[src/rtl/clsft_pkg.sv]
// ----------------------------------------------------------------------------
// clsft_pkg: shared types and constants of the CPU load share block
// Holds the sample and result layouts, the controller-to-datapath command and
// status structs, and the fixed constants of the share arithmetic.
// ----------------------------------------------------------------------------
`default_nettype none

package clsft_pkg;

    // Field widths.
    localparam int CNT_W   = 64;
    localparam int SHARE_W = 10;
    localparam int CFG_W   = 10;
    localparam int SUM_W   = SHARE_W + 2;

    // Share arithmetic: the product 1000 * delta needs 74 bits. The quotient
    // is below 1024, so only its low ten bits are iterated.
    localparam int DIV_STEPS = 10;
    localparam int PROD_W    = CNT_W + DIV_STEPS;
    localparam int NUM_CNT   = 5;

    localparam logic [SHARE_W-1:0] SHARE_SCALE     = 10'd1000;
    localparam logic [CFG_W-1:0]   MIN_TICKS_RESET = 10'd10;

    // Counter lanes in the delta array.
    localparam logic [2:0] LANE_USER   = 3'd0;
    localparam logic [2:0] LANE_NICE   = 3'd1;
    localparam logic [2:0] LANE_SYSTEM = 3'd2;
    localparam logic [2:0] LANE_IDLE   = 3'd3;
    localparam logic [2:0] LANE_IOWAIT = 3'd4;

    // Share slots, in the order they are computed.
    localparam logic [1:0] SHARE_USER   = 2'd0;
    localparam logic [1:0] SHARE_SYSTEM = 2'd1;
    localparam logic [1:0] SHARE_NICE   = 2'd2;

    typedef struct packed {
        logic [CNT_W-1:0] user_count;
        logic [CNT_W-1:0] nice_count;
        logic [CNT_W-1:0] system_count;
        logic [CNT_W-1:0] idle_count;
        logic [CNT_W-1:0] iowait_count;
    } sample_t;

    typedef struct packed {
        logic [SHARE_W-1:0] user_share;
        logic [SHARE_W-1:0] system_share;
        logic [SHARE_W-1:0] nice_share;
        logic [SHARE_W-1:0] idle_share;
        logic               too_few_ticks;
    } share_t;

    typedef struct packed {
        logic       load;       // take the sample, form deltas, clear total
        logic       acc;        // add one delta to the total
        logic [2:0] acc_sel;    // counter lane for acc
        logic       mul;        // form 1000 * delta for one share
        logic [1:0] lane;       // share slot for mul and store
        logic       div_step;   // one restoring division step
        logic       store;      // write the finished share
        logic       emit;       // load the output register
        logic       emit_short; // output the too-few-ticks result
    } dp_cmd_t;

    typedef struct packed {
        logic enough;           // total exceeds the configured minimum
    } dp_status_t;

endpackage

`default_nettype wire

[src/rtl/clsft_ctrl.sv]
// ----------------------------------------------------------------------------
// clsft_ctrl: sequencing controller
// Walks one item through delta summing, the minimum check, three share divisions
// when it passes, and the output write, and owns the input and output handshakes.
// ----------------------------------------------------------------------------
`default_nettype none

module clsft_ctrl (
    input  logic                   clk,
    input  logic                   rst_n,
    input  logic                   in_valid,
    output logic                   in_ready,
    output logic                   out_valid,
    input  logic                   out_ready,
    input  clsft_pkg::dp_status_t  status,
    output clsft_pkg::dp_cmd_t     cmd
);
    import clsft_pkg::*;

    typedef enum logic [6:0] {
        S_IDLE  = 7'b0000001,
        S_SUM   = 7'b0000010,
        S_CHECK = 7'b0000100,
        S_MUL   = 7'b0001000,
        S_DIV   = 7'b0010000,
        S_STORE = 7'b0100000,
        S_FIN   = 7'b1000000
    } state_t;

    state_t     state_reg, state_next;
    logic [3:0] cnt_reg, cnt_next;
    logic [1:0] lane_reg, lane_next;
    logic       short_reg, short_next;
    logic       out_valid_reg, out_valid_next;

    // Next state and commands.
    always_comb
    begin
        state_next = state_reg;
        cnt_next   = cnt_reg;
        lane_next  = lane_reg;
        short_next = short_reg;
        in_ready   = 1'b0;
        cmd        = '0;
        cmd.lane   = lane_reg;
        cmd.acc_sel = cnt_reg[2:0];
        case (state_reg)
            S_IDLE:
            begin
                in_ready = 1'b1;
                if (in_valid)
                begin
                    cmd.load   = 1'b1;
                    cnt_next   = '0;
                    state_next = S_SUM;
                end
            end
            S_SUM:
            begin
                cmd.acc = 1'b1;
                if (cnt_reg[2:0] == LANE_IOWAIT)
                begin
                    state_next = S_CHECK;
                end
                else
                begin
                    cnt_next = cnt_reg + 4'd1;
                end
            end
            S_CHECK:
            begin
                short_next = !status.enough;
                lane_next  = SHARE_USER;
                state_next = status.enough ? S_MUL : S_FIN;
            end
            S_MUL:
            begin
                cmd.mul    = 1'b1;
                cnt_next   = '0;
                state_next = S_DIV;
            end
            S_DIV:
            begin
                cmd.div_step = 1'b1;
                if (cnt_reg == 4'(DIV_STEPS - 1))
                begin
                    state_next = S_STORE;
                end
                else
                begin
                    cnt_next = cnt_reg + 4'd1;
                end
            end
            S_STORE:
            begin
                cmd.store = 1'b1;
                if (lane_reg == SHARE_NICE)
                begin
                    state_next = S_FIN;
                end
                else
                begin
                    lane_next  = lane_reg + 2'd1;
                    state_next = S_MUL;
                end
            end
            S_FIN:
            begin
                // Wait here only while an earlier result is still not taken.
                if (!out_valid_reg || out_ready)
                begin
                    cmd.emit       = 1'b1;
                    cmd.emit_short = short_reg;
                    state_next     = S_IDLE;
                end
            end
            default:
            begin
                state_next = S_IDLE;
            end
        endcase
    end

    // Output valid flag.
    always_comb
    begin
        if (cmd.emit)
        begin
            out_valid_next = 1'b1;
        end
        else if (out_ready)
        begin
            out_valid_next = 1'b0;
        end
        else
        begin
            out_valid_next = out_valid_reg;
        end
    end

    always_ff @(posedge clk or negedge rst_n)
    begin
        if (!rst_n)
        begin
            state_reg     <= S_IDLE;
            cnt_reg       <= '0;
            lane_reg      <= '0;
            short_reg     <= 1'b0;
            out_valid_reg <= 1'b0;
        end
        else
        begin
            state_reg     <= state_next;
            cnt_reg       <= cnt_next;
            lane_reg      <= lane_next;
            short_reg     <= short_next;
            out_valid_reg <= out_valid_next;
        end
    end

    assign out_valid = out_valid_reg;

endmodule

`default_nettype wire

[config.mk]
export PLATFORM = sky130hd
export DESIGN_NAME = clsft_ctrl
export DESIGN_NICKNAME = d
export VERILOG_FILES = /design/src/rtl/clsft_pkg.sv /design/src/rtl/clsft_ctrl.sv
export SDC_FILE = /design/constraint.sdc
export NUM_CORES = 1
export LEC_CHECK = 0
export BUFFER_PORTS_ARGS = -buffer_cell sky130_fd_sc_hd__buf_2
export CAP_MARGIN = 20
export CORE_MARGIN = 2
export CORE_UTILIZATION = 49
export CTS_CLUSTER_SIZE = 28
export DETAILED_ROUTE_END_ITERATION = 8
export GPL_ROUTABILITY_DRIVEN = 0
export PLACE_DENSITY = 0.85
export SLEW_MARGIN = 20
export SYNTH_ARGS = -nofsm -noshare
export SYNTH_HDL_FRONTEND = slang
export SYNTH_SLANG_ARGS = --single-unit
[constraint.sdc]
create_clock -name clk -period 2.2 [get_ports clk]
set_input_delay 0.22 -clock clk [delete_from_list [all_inputs] [get_ports clk]]
set_output_delay 0.22 -clock clk [all_outputs]
set_load 0.05 [all_outputs]
# Yosys cells after proc, flatten, opt, wreduce, memory -nomap -nowiden
# Index checks and enable logic that the tools add are counted.
# classes
add_sub_neg	2
mul	0
div	0
magnitude_cmp	0
eq_ne	17
n_shift	0
n_mux	24
bitwise_logic	0
n_reduce_logical	9
# op_table
operator	count
7-bit case mux with 7 select lines	1
7-bit two-way mux	6
4-bit case mux with 4 select lines	1
2-bit inequality test, second input constant	7
4-bit two-way mux	3
1-bit two-way mux	9
4-bit AND reduction	2
7-bit by 1-bit == test with 1-bit output, second input constant	1
7-bit by 2-bit == test with 1-bit output, second input constant	1
7-bit by 3-bit == test with 1-bit output, second input constant	1
7-bit by 4-bit == test with 1-bit output, second input constant	1
7-bit by 5-bit == test with 1-bit output, second input constant	1
7-bit by 6-bit == test with 1-bit output, second input constant	1
7-bit == test, second input constant	1
2-bit two-way mux	3
4-bit by 1-bit adder with 4-bit output, second input constant	1
4-bit == test, second input constant	1
2-bit case mux with 2 select lines	1
2-bit nonzero test	2
4-bit nonzero test	1
3-bit == test, second input constant	1
2-bit by 1-bit adder with 2-bit output, second input constant	1
2-bit == test, second input constant	1
1-bit zero test	2
other kinds (2)	2
# totals
register_bits	15
latch_bits	0
mem_bits_rw	0
rom_bits	0
in_bits	5
word_cells	57
n_memories	0

# Longest topological paths before layout
# depth
depth_word	5
mapped_depth	6

# Worst setup path after synthesis
# OpenSTA, ideal clock, no wires.
# synth_path
path_kind	reg2out
start	register state_reg[0]
end	output port cmd[11] in the netlist's numbering
arrival_ps	2309
t_required_ps	1980
path_slack_ps	-329
stages_incl_launch_ff	5
n_path_buf	0
path_cell_list	dfstp_2 -> or4b_2 -> or2_2 -> inv_1 -> and2_1
# synth_rtl
element	line_no	text
start, declared	clsft_ctrl.sv:30	state_t state_reg, state_next;
start signal, assigned	clsft_ctrl.sv:153	state_reg <= state_next;
end, declared	clsft_ctrl.sv:16	output clsft_pkg::dp_cmd_t cmd

# Worst setup path after layout
# layout_path
start	register state_reg[0]
end	register cnt_reg[3]
# layout_between
elab_chain_cells	3
# layout_rtl
element	line_no	text
7-bit by 5-bit == test with 1-bit output, or another cell as far along	clsft_ctrl.sv:47	case (state_reg)
4-bit nonzero test (no source line) or 2-bit inequality test (tied branches)	-	
4-bit AND reduction (no source line)	-	
end signal, assigned	clsft_ctrl.sv:154	cnt_reg <= cnt_next;
end, declared	clsft_ctrl.sv:31	logic [3:0] cnt_reg, cnt_next;
# Several ways; a longest one is shown, not always the timed one.
# A chain may end at the register's enable or synchronous reset.

==> impl_metrics.toml <==
[route]
via_count = 902
postRouteAntennaNets = 0
drt-total-wl_um = 2290
vias_per_cell = 5.75
drc = 0
wl_per_cell_um = 14.6
firstDrtPassIters = 4
drt_iter0_drc = 25

[die]
num_rows = 16
die_area_um2 = 2490
die_h_um = 49.9
start_util = 0.521
coreArea_um2 = 1980
die_x_um = 49.9
pin_count = 19

[place]
hpwl_um = 1670
pre_cts_slack_ps = 53.9
port_buffers = 18

[sta]
fin_tns_setup_ps = 0
slew_headroom = 0.693
setup_viol = 0
worst_slack_ps = 62.4
grt_setup_unrepaired = "false"
min_period_ps = 2140
fmax_mhz = 468
skew_ps = 4.35
worst_slew_pin_slew_ps = 458
period_share = 0.972
hold_viol_final = 0
drv_slew = 0

[critical_path]
r2r_cells = 7
crit_buf_inv = 3
worst_ep_required_time_ps = 2380
reg2reg_slack_ps = 60
crit_arrival_ps = 2320
cpLargestDelayFamily = "simple AND/OR/NAND/NOR gates"
worstReg2RegEnd = "cnt_reg[3]"
slowest_delay_ps = 570
cp_slowest_cell = "dfstp_2"
end_kind = "flop"
critPathKind = "flop to flop"
cp_num_cells = 7
crit_top_cell = "buf_4"
r2r-start = "state_reg[0]"
worstPathMaxFanout = 8
critPathLaunchType = "flop"
cp_cell_sequence = "buf_6 -> or4b_4 -> buf_4 -> o22ai_1 -> buf_4 -> or4_4 -> a211o_1"

[grt]
grt_max_degree = 16
grt_overflow = 0
grt_pass1_wl_um = 3810
grt_usage = 0.207
grt_antenna_before_repair = 0
grt_pass1_vias = 855

[clocking]
path_clk_slew_ps = 90
clock_latency_ps = 290
numCtsBuffers = 3
clockBufferDepth = 2
tritoncts = "done"
cts_root_buf = "clkbuf_4"
h-tree-depth = 1
clock_sinks = 15

[min_path]
min_path_type = "input pin to flop"
whs_path_depth = 2
hold_start = "status"
worstHoldEndpoint = "short_reg"

[logic_synthesis]
synth_flop_cell = "dfrtp_1"
synth.ff_latch_count = 15
yosysWarnings = 0
yosys.area.top_type = "dfrtp_1"
syn_avg_cell_area_um2 = 9.65
synthTopCellsByArea = "dfrtp_1, ha_1, nor2_1"
synth_top_area_frac = 0.339
syn_nets = 116
synth_edf_count = 0
synthTopCellsByCount = "dfrtp_1, nor2_1, inv_1, nand2_1"
synth.most_common_cell = "dfrtp_1"
synth_seq_area_share = 0.365
synth.distinct_cells = 45
postSynthCellCount = 107
async_flop_share = 1.00
syn_area_um2 = 1030

[pwr]
vdd_drop_max_mv = 0.715
total_power_mw = 1.53
powerDensity_nw_per_um2 = 1250
p_leak_nw = 0.593

[finish]
diodes = 0
final_util = 0.619
drive_above_1_share = 0.369
synthToLayoutAreaGrowth_pct = 18.9
largest_reg_flops = 7
fin_nets = 140

[flow_run]
cap_viol_max_count = 0

[status]
status = "finished clean"
cell type report:
cell class	instances	area (um2)
Clock buffer	3	22.5
Clock inverter	1	5.00
Fill cell	174	754
Inverter	8	33.8
Multi-Input combinational cell	76	577
Sequential cell	15	379
Tap cell	27	33.8
Timing Repair Buffer	27	176
where the power goes:
part | internal (mW) | switching [mW]
Sequential | 0.345 | 0.0604
Combinational | 0.404 | 0.561
Clock | 0.0677 | 0.0934
Total | 0.816 | 0.715
cells by family (layout without fill, tap and decap cells):
family	count (synthesis)	in the layout	share of synthesized area
fa+ha+maj	4	4	0.0485
flops	15	15	0.365
xor+xnor	2	2	0.0170
mux	1	1	0.0109
compound gates	22	22	0.185
simple gates	47	47	0.285
buf+inv	16	39	0.0885
worst max path at each step:
stage	start	endpoint
floorplan	state_reg[3]	cmd[2]
global placement	state_reg[0]	cmd[11]
detailed placement	state_reg[0]	cmd[11]
CTS	state_reg[4]	cmd[2]
global route	state_reg[0]	cnt_reg[2]
finish	state_reg[0]	cnt_reg[3]
per-stage QoR:
stage / hold WS (ps) / cells / area, um2
final: 132 / 157 / 1230
after global routing: 130 / 157 / 1230
after CTS: 128 / 156 / 1210
after detailed placement: 145 / 149 / 1140
after global placement: 144 / 149 / 1140
after floorplan: -75.6 / 107 / 1040
cell usage in the layout (no fill, tap or decap), types with 3 or more instances in the layout:
cell,netlist,final
nor2_1,11,11
nor3_1,3,3
or4b_4,2,3
inv_1,8,7
clkbuf_4,0,3
nand2b_1,3,3
o31ai_1,3,3
or4_4,2,3
ha_1,4,4
buf_4,4,8
buf_2,0,16
dfrtp_1,14,12
nand2_1,5,5
layer usage:
layer	global-route usage	up-vias	wire length, um
met5	0	-	0
li1	-	433	-
met3	0.0697	4	163
met2	0.329	37	1080
met1	0.257	428	1010
met4	0.0787	0	29
what timing repair did:
item / CTS / global route
buffers inserted: 2 / 1
resized for setup: 5 / 5
hold buffers: 1 / 0
hold endpoints to repair: 14 / 0
endpoints found under the setup margin: 3 / 4
pin swaps: 1 / 3
worst reg2reg max path, stage by stage (launching register included):
cell,delay (ps)
dfstp_2,570
buf_6,130
or4b_4,150
buf_4,110
o22ai_1,70
buf_4,160
or4_4,540
a211o_1,310
Power figures use the tool's default switching activity.
