==> config.mk <==
export PLATFORM = sky130hd
export DESIGN_NAME = clsft_dpath
export DESIGN_NICKNAME = d
export VERILOG_FILES = /design/src/rtl/clsft_pkg.sv /design/src/rtl/clsft_dpath.sv
export SDC_FILE = /design/constraint.sdc
export NUM_CORES = 2
export LEC_CHECK = 0
export BUFFER_PORTS_ARGS = -buffer_cell sky130_fd_sc_hd__buf_2
export CORE_UTILIZATION = 60
export DETAILED_ROUTE_END_ITERATION = 16
export PLACE_DENSITY = 0.79
export SETUP_SLACK_MARGIN = 0.05
export SYNTH_ARGS = -nofsm -noshare
export SYNTH_HDL_FRONTEND = slang
export SYNTH_SLANG_ARGS = --single-unit
==> constraint.sdc <==
create_clock -name clk -period 5.4 [get_ports clk]
set_clock_uncertainty 0.2 [all_clocks]
set_input_delay 0.27 -clock clk [delete_from_list [all_inputs] [get_ports clk]]
set_output_delay 0.27 -clock clk [all_outputs]
set_load 0.05 [all_outputs]
==> src/rtl/clsft_pkg.sv <==
// ----------------------------------------------------------------------------
// clsft_pkg: shared types and constants of the CPU load share block
// Holds the sample and result layouts, the controller-to-datapath command and
// status structs, and the fixed constants of the share arithmetic.
// ----------------------------------------------------------------------------
`default_nettype none

package clsft_pkg;

    // Field widths.
    localparam int CNT_W   = 64;
    localparam int SHARE_W = 10;
    localparam int CFG_W   = 10;
    localparam int SUM_W   = SHARE_W + 2;

    // Share arithmetic: the product 1000 * delta needs 74 bits. The quotient
    // is below 1024, so only its low ten bits are iterated.
    localparam int DIV_STEPS = 10;
    localparam int PROD_W    = CNT_W + DIV_STEPS;
    localparam int NUM_CNT   = 5;

    localparam logic [SHARE_W-1:0] SHARE_SCALE     = 10'd1000;
    localparam logic [CFG_W-1:0]   MIN_TICKS_RESET = 10'd10;

    // Counter lanes in the delta array.
    localparam logic [2:0] LANE_USER   = 3'd0;
    localparam logic [2:0] LANE_NICE   = 3'd1;
    localparam logic [2:0] LANE_SYSTEM = 3'd2;
    localparam logic [2:0] LANE_IDLE   = 3'd3;
    localparam logic [2:0] LANE_IOWAIT = 3'd4;

    // Share slots, in the order they are computed.
    localparam logic [1:0] SHARE_USER   = 2'd0;
    localparam logic [1:0] SHARE_SYSTEM = 2'd1;
    localparam logic [1:0] SHARE_NICE   = 2'd2;

    typedef struct packed {
        logic [CNT_W-1:0] user_count;
        logic [CNT_W-1:0] nice_count;
        logic [CNT_W-1:0] system_count;
        logic [CNT_W-1:0] idle_count;
        logic [CNT_W-1:0] iowait_count;
    } sample_t;

    typedef struct packed {
        logic [SHARE_W-1:0] user_share;
        logic [SHARE_W-1:0] system_share;
        logic [SHARE_W-1:0] nice_share;
        logic [SHARE_W-1:0] idle_share;
        logic               too_few_ticks;
    } share_t;

    typedef struct packed {
        logic       load;       // take the sample, form deltas, clear total
        logic       acc;        // add one delta to the total
        logic [2:0] acc_sel;    // counter lane for acc
        logic       mul;        // form 1000 * delta for one share
        logic [1:0] lane;       // share slot for mul and store
        logic       div_step;   // one restoring division step
        logic       store;      // write the finished share
        logic       emit;       // load the output register
        logic       emit_short; // output the too-few-ticks result
    } dp_cmd_t;

    typedef struct packed {
        logic enough;           // total exceeds the configured minimum
    } dp_status_t;

endpackage

`default_nettype wire

==> src/rtl/clsft_dpath.sv <==
// ----------------------------------------------------------------------------
// clsft_dpath: counter and share datapath
// Holds the previous counters, the deltas, the total, the configured minimum,
// one shared multiply and restoring divide unit and the output register.
// ----------------------------------------------------------------------------
`default_nettype none

module clsft_dpath (
    input  logic                            clk,
    input  logic                            rst_n,
    input  clsft_pkg::sample_t              sample_data,
    output clsft_pkg::share_t               result_data,
    input  logic                            cfg_wr,
    input  logic [clsft_pkg::CFG_W-1:0]     cfg_data,
    input  clsft_pkg::dp_cmd_t              cmd,
    output clsft_pkg::dp_status_t           status
);
    import clsft_pkg::*;

    logic [CNT_W-1:0]   in_cnt [NUM_CNT];
    logic [CNT_W-1:0]   prev_reg [NUM_CNT];
    logic [CNT_W-1:0]   delta_reg [NUM_CNT];
    logic [CNT_W-1:0]   total_reg, total_next;
    logic [CFG_W-1:0]   min_reg;
    logic [CNT_W-1:0]   rem_reg, rem_next;
    logic [DIV_STEPS-1:0] low_reg, low_next;
    logic [DIV_STEPS-1:0] quot_reg, quot_next;
    logic               sat_reg, sat_next;
    logic [SHARE_W-1:0] share_reg [3];
    share_t             out_reg, out_next;

    logic [CNT_W-1:0]   mul_delta;
    logic [PROD_W-1:0]  product;
    logic [CNT_W:0]     trial;
    logic [CNT_W:0]     trial_diff;
    logic               take;
    logic [SHARE_W-1:0] share_val;
    logic [SUM_W-1:0]   share_sum;

    assign in_cnt[LANE_USER]   = sample_data.user_count;
    assign in_cnt[LANE_NICE]   = sample_data.nice_count;
    assign in_cnt[LANE_SYSTEM] = sample_data.system_count;
    assign in_cnt[LANE_IDLE]   = sample_data.idle_count;
    assign in_cnt[LANE_IOWAIT] = sample_data.iowait_count;

    assign status.enough = total_reg > CNT_W'(min_reg);

    // Pick the delta of the share slot being computed.
    always_comb
    begin
        case (cmd.lane)
            SHARE_USER:   mul_delta = delta_reg[LANE_USER];
            SHARE_SYSTEM: mul_delta = delta_reg[LANE_SYSTEM];
            SHARE_NICE:   mul_delta = delta_reg[LANE_NICE];
            default:      mul_delta = delta_reg[LANE_USER];
        endcase
    end

    // 1000 * delta formed as 1024 * delta - 16 * delta - 8 * delta.
    assign product = {mul_delta, 10'b0} - {6'b0, mul_delta, 4'b0} - {7'b0, mul_delta, 3'b0};

    // One restoring step; a carry out of the shifted remainder always subtracts.
    assign trial      = {rem_reg, low_reg[DIV_STEPS-1]};
    assign trial_diff = trial - {1'b0, total_reg};
    assign take       = trial >= {1'b0, total_reg};

    // Saturated share from the finished quotient.
    assign share_val = (sat_reg || (quot_reg > SHARE_SCALE)) ? SHARE_SCALE : quot_reg;

    // Total accumulation and divider registers.
    always_comb
    begin
        total_next = total_reg;
        rem_next   = rem_reg;
        low_next   = low_reg;
        quot_next  = quot_reg;
        sat_next   = sat_reg;
        if (cmd.load)
        begin
            total_next = '0;
        end
        else if (cmd.acc)
        begin
            total_next = total_reg + delta_reg[cmd.acc_sel];
        end
        if (cmd.mul)
        begin
            rem_next  = product[PROD_W-1:DIV_STEPS];
            low_next  = product[DIV_STEPS-1:0];
            quot_next = '0;
            sat_next  = mul_delta >= total_reg;
        end
        else if (cmd.div_step)
        begin
            rem_next  = take ? trial_diff[CNT_W-1:0] : trial[CNT_W-1:0];
            low_next  = {low_reg[DIV_STEPS-2:0], 1'b0};
            quot_next = {quot_reg[DIV_STEPS-2:0], take};
        end
    end

    // Output item: idle takes what is left of 1000, clamped at zero.
    assign share_sum = SUM_W'(share_reg[SHARE_USER]) + SUM_W'(share_reg[SHARE_SYSTEM])
                     + SUM_W'(share_reg[SHARE_NICE]);

    always_comb
    begin
        out_next = out_reg;
        if (cmd.emit)
        begin
            if (cmd.emit_short)
            begin
                out_next.user_share    = '0;
                out_next.system_share  = '0;
                out_next.nice_share    = '0;
                out_next.idle_share    = SHARE_SCALE;
                out_next.too_few_ticks = 1'b1;
            end
            else
            begin
                out_next.user_share    = share_reg[SHARE_USER];
                out_next.system_share  = share_reg[SHARE_SYSTEM];
                out_next.nice_share    = share_reg[SHARE_NICE];
                out_next.idle_share    = (share_sum >= SUM_W'(SHARE_SCALE)) ? '0 :
                                         SHARE_W'(SUM_W'(SHARE_SCALE) - share_sum);
                out_next.too_few_ticks = 1'b0;
            end
        end
    end

    // Previous counters and the configured minimum carry reset values.
    always_ff @(posedge clk or negedge rst_n)
    begin
        if (!rst_n)
        begin
            for (int i = 0; i < NUM_CNT; i++)
            begin
                prev_reg[i] <= '0;
            end
            min_reg <= MIN_TICKS_RESET;
        end
        else
        begin
            if (cmd.load)
            begin
                for (int i = 0; i < NUM_CNT; i++)
                begin
                    prev_reg[i] <= in_cnt[i];
                end
            end
            if (cfg_wr)
            begin
                min_reg <= cfg_data;
            end
        end
    end

    // Payload registers.
    always_ff @(posedge clk)
    begin
        if (cmd.load)
        begin
            for (int i = 0; i < NUM_CNT; i++)
            begin
                delta_reg[i] <= in_cnt[i] - prev_reg[i];
            end
        end
        if (cmd.store)
        begin
            share_reg[cmd.lane] <= share_val;
        end
        total_reg <= total_next;
        rem_reg   <= rem_next;
        low_reg   <= low_next;
        quot_reg  <= quot_next;
        sat_reg   <= sat_next;
        out_reg   <= out_next;
    end

    assign result_data = out_reg;

endmodule

`default_nettype wire

; Word-level counts from Yosys, hierarchy flattened
; Memory sizes are Yosys's and may differ from the RTL's.
; Cells that the tools add are included.
[word_totals]
mem_count = 2
out_inout_bits = 42
reg_bits = 520
ramBits = 350
inputBits = 345
wordCells = 54
[op_classes]
reduce_logical = 3
n_mux = 13
n_addsub = 12
eq_ne = 2
order_cmp = 5
[memory_table]
columns = name, depth, width, rd, rd_clocked_by_memory_dff, wr, line_no
row1 = delta_reg, 5, 64, 4, 0, 5, clsft_dpath.sv:22  ; logic [CNT_W-1:0] delta_reg [NUM_CNT];
row2 = share_reg, 3, 10, 3, 0, 1, clsft_dpath.sv:29  ; logic [SHARE_W-1:0] share_reg [3];
[op_table]
columns = op, n
row1 = subtractor 64 bit, 6
row2 = two-way mux 64 bit, 3
row3 = one-hot mux 64 bit (2 select lines), 1
row4 = subtractor 74 x 67 -> 74 bit, 1
row5 = subtractor 74 x 68 -> 74 bit, 1
row6 = greater-or-equal comparator 65 x 64 -> 1 bit, 1
row7 = adder 64 bit, 1
row8 = greater-or-equal comparator 64 bit, 1
row9 = > comparator 64 x 10 -> 1 bit, 1
row10 = two-way mux 10 bit, 4
row11 = adder 11 x 10 -> 12 bit, 1
row12 = greater-or-equal comparator 12 x 10 -> 1 bit (second input constant), 1
row13 = adder 10 x 10 -> 11 bit, 1
row14 = > comparator 10 bit (second input constant), 1
row15 = subtractor 10 bit (first input constant), 1
row16 = two-way mux 1 bit, 5
row17 = equality test 2 x 1 -> 1 bit (second input constant), 1
row18 = equality test 2 bit (second input constant), 1
row19 = nonzero test 2 bit, 1
row20 = OR reduction 2 bit, 1
row21 = logical OR 1 bit, 1

; Logic depth before layout (Yosys ltp)
[depth]
ltp_word = 5
ltp_mapped = 25
ltp_nobuf = 22

; Worst setup path after synthesis
; OpenSTA, ideal clock, no wires.
[synth_path]
kind = input to register
from = in cmd[4] in the netlist's numbering
to = reg rem_reg[56] (data pin)
required_time_ns = 5.054
n_path_buf = 4
arrival_time_ns = 5.097
setup_slack_ns = -0.043
path_stages = 24
setup_time_ns = 0.146
cell_sequence = inv_1 -> ha_1 -> buf_2 -> clkbuf_1 -> buf_1 -> nor2_1 -> a21oi_1 -> xor2_1 -> ha_1 -> o21bai_1 -> ha_1 -> clkbuf_1 -> and3_1 -> a32o_1 -> a211o_2 -> a41oi_4 -> o41a_4 -> o21ai_4 -> a41oi_2 -> o21ai_2 -> a31oi_1 -> mux2_1 -> or3_1 -> a21oi_1
[synth_between]
elab_chain_cells = 5
elab_cells_between_ends = 6
classes_between = add/sub: 2 / eq/ne: 2 / mux: 2
[synth_lines]
columns = element, line_no
row1 = from (decl), clsft_dpath.sv:15  ; input clsft_pkg::dp_cmd_t cmd,
row2 = equality test 2 bit / equality test 2 x 1 -> 1 bit (equally long branches), clsft_dpath.sv:51  ; case (cmd.lane)
row3 = one-hot mux 64 bit (2 select lines) (*), clsft_dpath.sv:51
row4 = subtractor 74 x 68 -> 74 bit, clsft_dpath.sv:60  ; assign product = {mul_delta, 10'b0} - {6'b0, mul_delta, 4'b0} - {7'b0, mul_delta, 3'b0};
row5 = subtractor 74 x 67 -> 74 bit (*), clsft_dpath.sv:60
row6 = two-way mux 64 bit (*), clsft_dpath.sv:86  ; if (cmd.mul)
row7 = via rem_next[56], clsft_dpath.sv:25  ; logic [CNT_W-1:0] rem_reg, rem_next;
row8 = to (signal assigned), clsft_dpath.sv:172  ; rem_reg <= rem_next;
row9 = to (decl), clsft_dpath.sv:25
; Mark *: on every way through the listed nets, which the timed path passes. The rest lies on a longest branch.
; A chain may end at the register's enable or synchronous reset.

==> metrics <==
Max clock buf depth=3; io pins=387; Tmin final=5210 ps; mux contribution to synthesized area=4.46%; Reg clk slew, reported paths=60 ps; distinct cell type count of the synthesized netlist=around 100; Mapped Cells=around 7400; vias in the first global route=between 50000 and 60000; top cell type's share of synthesized area=20.8%; Synth area leaders=edfxtp_1 (21%), dfrtp_1 (12%), ha_1 (12%), a21oi_1 (5.5%), o21ai_0 (4.5%); Core Region=between 100000 and 150000 sq um; die width=about 340 um; FP Rows=about 120; P&R area growth vs syn=17.8%; Util after Layout=71.2%; CTS sink cnt=867; CTS tree=yes; Worst Setup Path Type=flip-flop to flip-flop; Post-synth EDFFs=463; syn nets=8441; CP max FO=4; chip height=approximately 340 um; hold slack=roughly 42 ps; root buf cell=clkbuf_16; adder-cell share of the synthesized area=13.0%; largest net degree at the start of global routing=about 180; yosys warns=0; number of port buffers=386; remaining antenna violation count=0; RSZ-0062 raised after global routing=no; initial drt markers=~6500; antenna violations before repair=24; Pre-antenna DRT Iters=9; post-DP HPWL=161 mm; Num CTS Buffers=just under 100; largest family of logic cells by synthesized area=compound AO/OA/AOI/OAI gates; Final Slew Violations=0; GPL Wtd Cong=0.989; max cap viols=0; Die ar.=113000 sq um; wire length per cell=22.3 um; Vias=slightly above 60000; ys async rst share=a little under two fifths; most frequent cell after synthesis=a21oi_1; DRC=0; Worst-Margin Slew=1180 ps; Commonest cells post-synth=a21oi_1 (740), nand2_1 (685), ha_1 (653); Crit path required time=5820 ps; H-tree levels=3; layout cell share with drive strength beyond 1=12.0%; Synth Area in Simple Gates=between 10% and 20%; initial core utilization=60.5%; Fin. Hold Viols=0; leading area contributor after synthesis=edfxtp_1; Clock Latency Late Sink=700 ps; final setup fails=0; Via density=6.21; CP endpoint kind=flip-flop; Post-Syn Area=66800 sq um; slew margin rel.=20.5%; Peak Freq=0.192 GHz; final WL=218 mm; Power Total=0.0387 W; main flop type after synthesis=edfxtp_1; Synth Area in XOR/XNOR=7.16%; global route overflow=0; register area share after synthesis=35.4%; worst path arrival time=5630 ps; Layout Nets=9230; Setup crit start kind=flip-flop; overall routing resource usage=between 30 and 40%; period utilisation layout=96.4%; number of synthesized register bits=867; P per Cell Area=492 nW/um^2; outcome=complete, no violations; LEAKAGE=roughly 35 nW; Worst Hold Class=primary input to flip-flop; maximum VDD drop=between 0.3 and 0.4 mV; Compound-Gate Fraction of Synth Area=22.3%; global-route wire length before repair=331 mm; Synth Area per Inst=roughly 9.0 sq um
## kinds of logic after synthesis
kind of cell	count (synthesis)
compound gates	2400
simple gates	1849
flops	867
buf+inv	866
fa+ha+maj	680
xor+xnor	546
mux	208
## final cells by class
type,instances,area (sq um)
timing repair buffer,1013,7870
fill,8272,31800
multi-input combinational,5683,40000
clock inverter,62,647
clock buffer,122,2610
inverter,542,2030
antenna,15,37.5
tap,1488,1860
sequential,867,23600
## what timing repair did
item,in CTS,in global routing
hold endpoints to repair,920,0
setup endpoints to repair,0,5
gates resized for setup,0,7
buffers inserted,0,1
hold buffers,403,0
## through the flow
| stage | TNS (ps) | worst slack [ps] | instances | area, sq um |
|---|---|---|---|---|
| after global routing | 0 | 24.8 | 9788 | 78700 |
| after detailed placement | -182 | -155 | 9189 | 71300 |
| after global placement | -10.3 | -10.3 | 9189 | 71300 |
| after CTS | 0 | 263 | 9776 | 78600 |
| final | 0 | 193 | 9792 | 78700 |
| after floorplan | 0 | 58.1 | 7416 | 66900 |
## power breakdown
group	internal, W	switching [W]
sequential	0.00871	0.000986
clock	0.00393	0.00290
combinational	0.00916	0.0130
## critical path: stages (launching register included)
cell      delay (ps)
edfxtp_1         510
mux4_2           550
mux2_2           320
ha_1             340
nor2b_1          170
o21ai_0          330
o21ai_1          220
a21oi_1          340
o21ai_1          260
a31oi_1          360
o221ai_1         240
a221o_1          360
a21o_1           220
a221oi_1         330
xnor2_1          190
mux2i_1          100
nor2_1           110
## cell usage in the layout (no fill, tap or decap), types with 99 or more instances in the layout
cell type,n
a21o_1,351
a21oi_1,736
buf_2,382
buf_4,211
clkbuf_16,99
dfrtp_1,328
dlygate4sd3_1,402
edfxtp_1,463
ha_1,650
inv_1,539
nand2_1,685
nand3_1,102
nand4_1,121
nor2_1,491
nor2b_1,120
o21ai_0,605
o21bai_1,132
xnor2_1,314
xor2_1,232
## routing by layer
metal	GRT usage (%)	vias up	part of all wire, %
met2	56.9	3003	43
li1	-	28400	-
met5	0	-	0.023
met1	52.6	28900	42
met3	7.87	585	10
met4	16.9	6	5.1
## worst paths after layout
kind	from	end	slack (ps)	cells after the start
min reg2reg	prev_reg[256]	prev_reg[256]	320	1
min in group asynchronous	rst_n	min_reg[1]	560	3
max in group asynchronous	rst_n	prev_reg[299]	3630	4
min	cmd[1]	result_data[15]	40	1
max reg2reg	delta_reg[2][2]	total_reg[48]	190	16
max	delta_reg[2][2]	total_reg[48]	190	16
No activity file was read; power rests on OpenSTA's default activity.
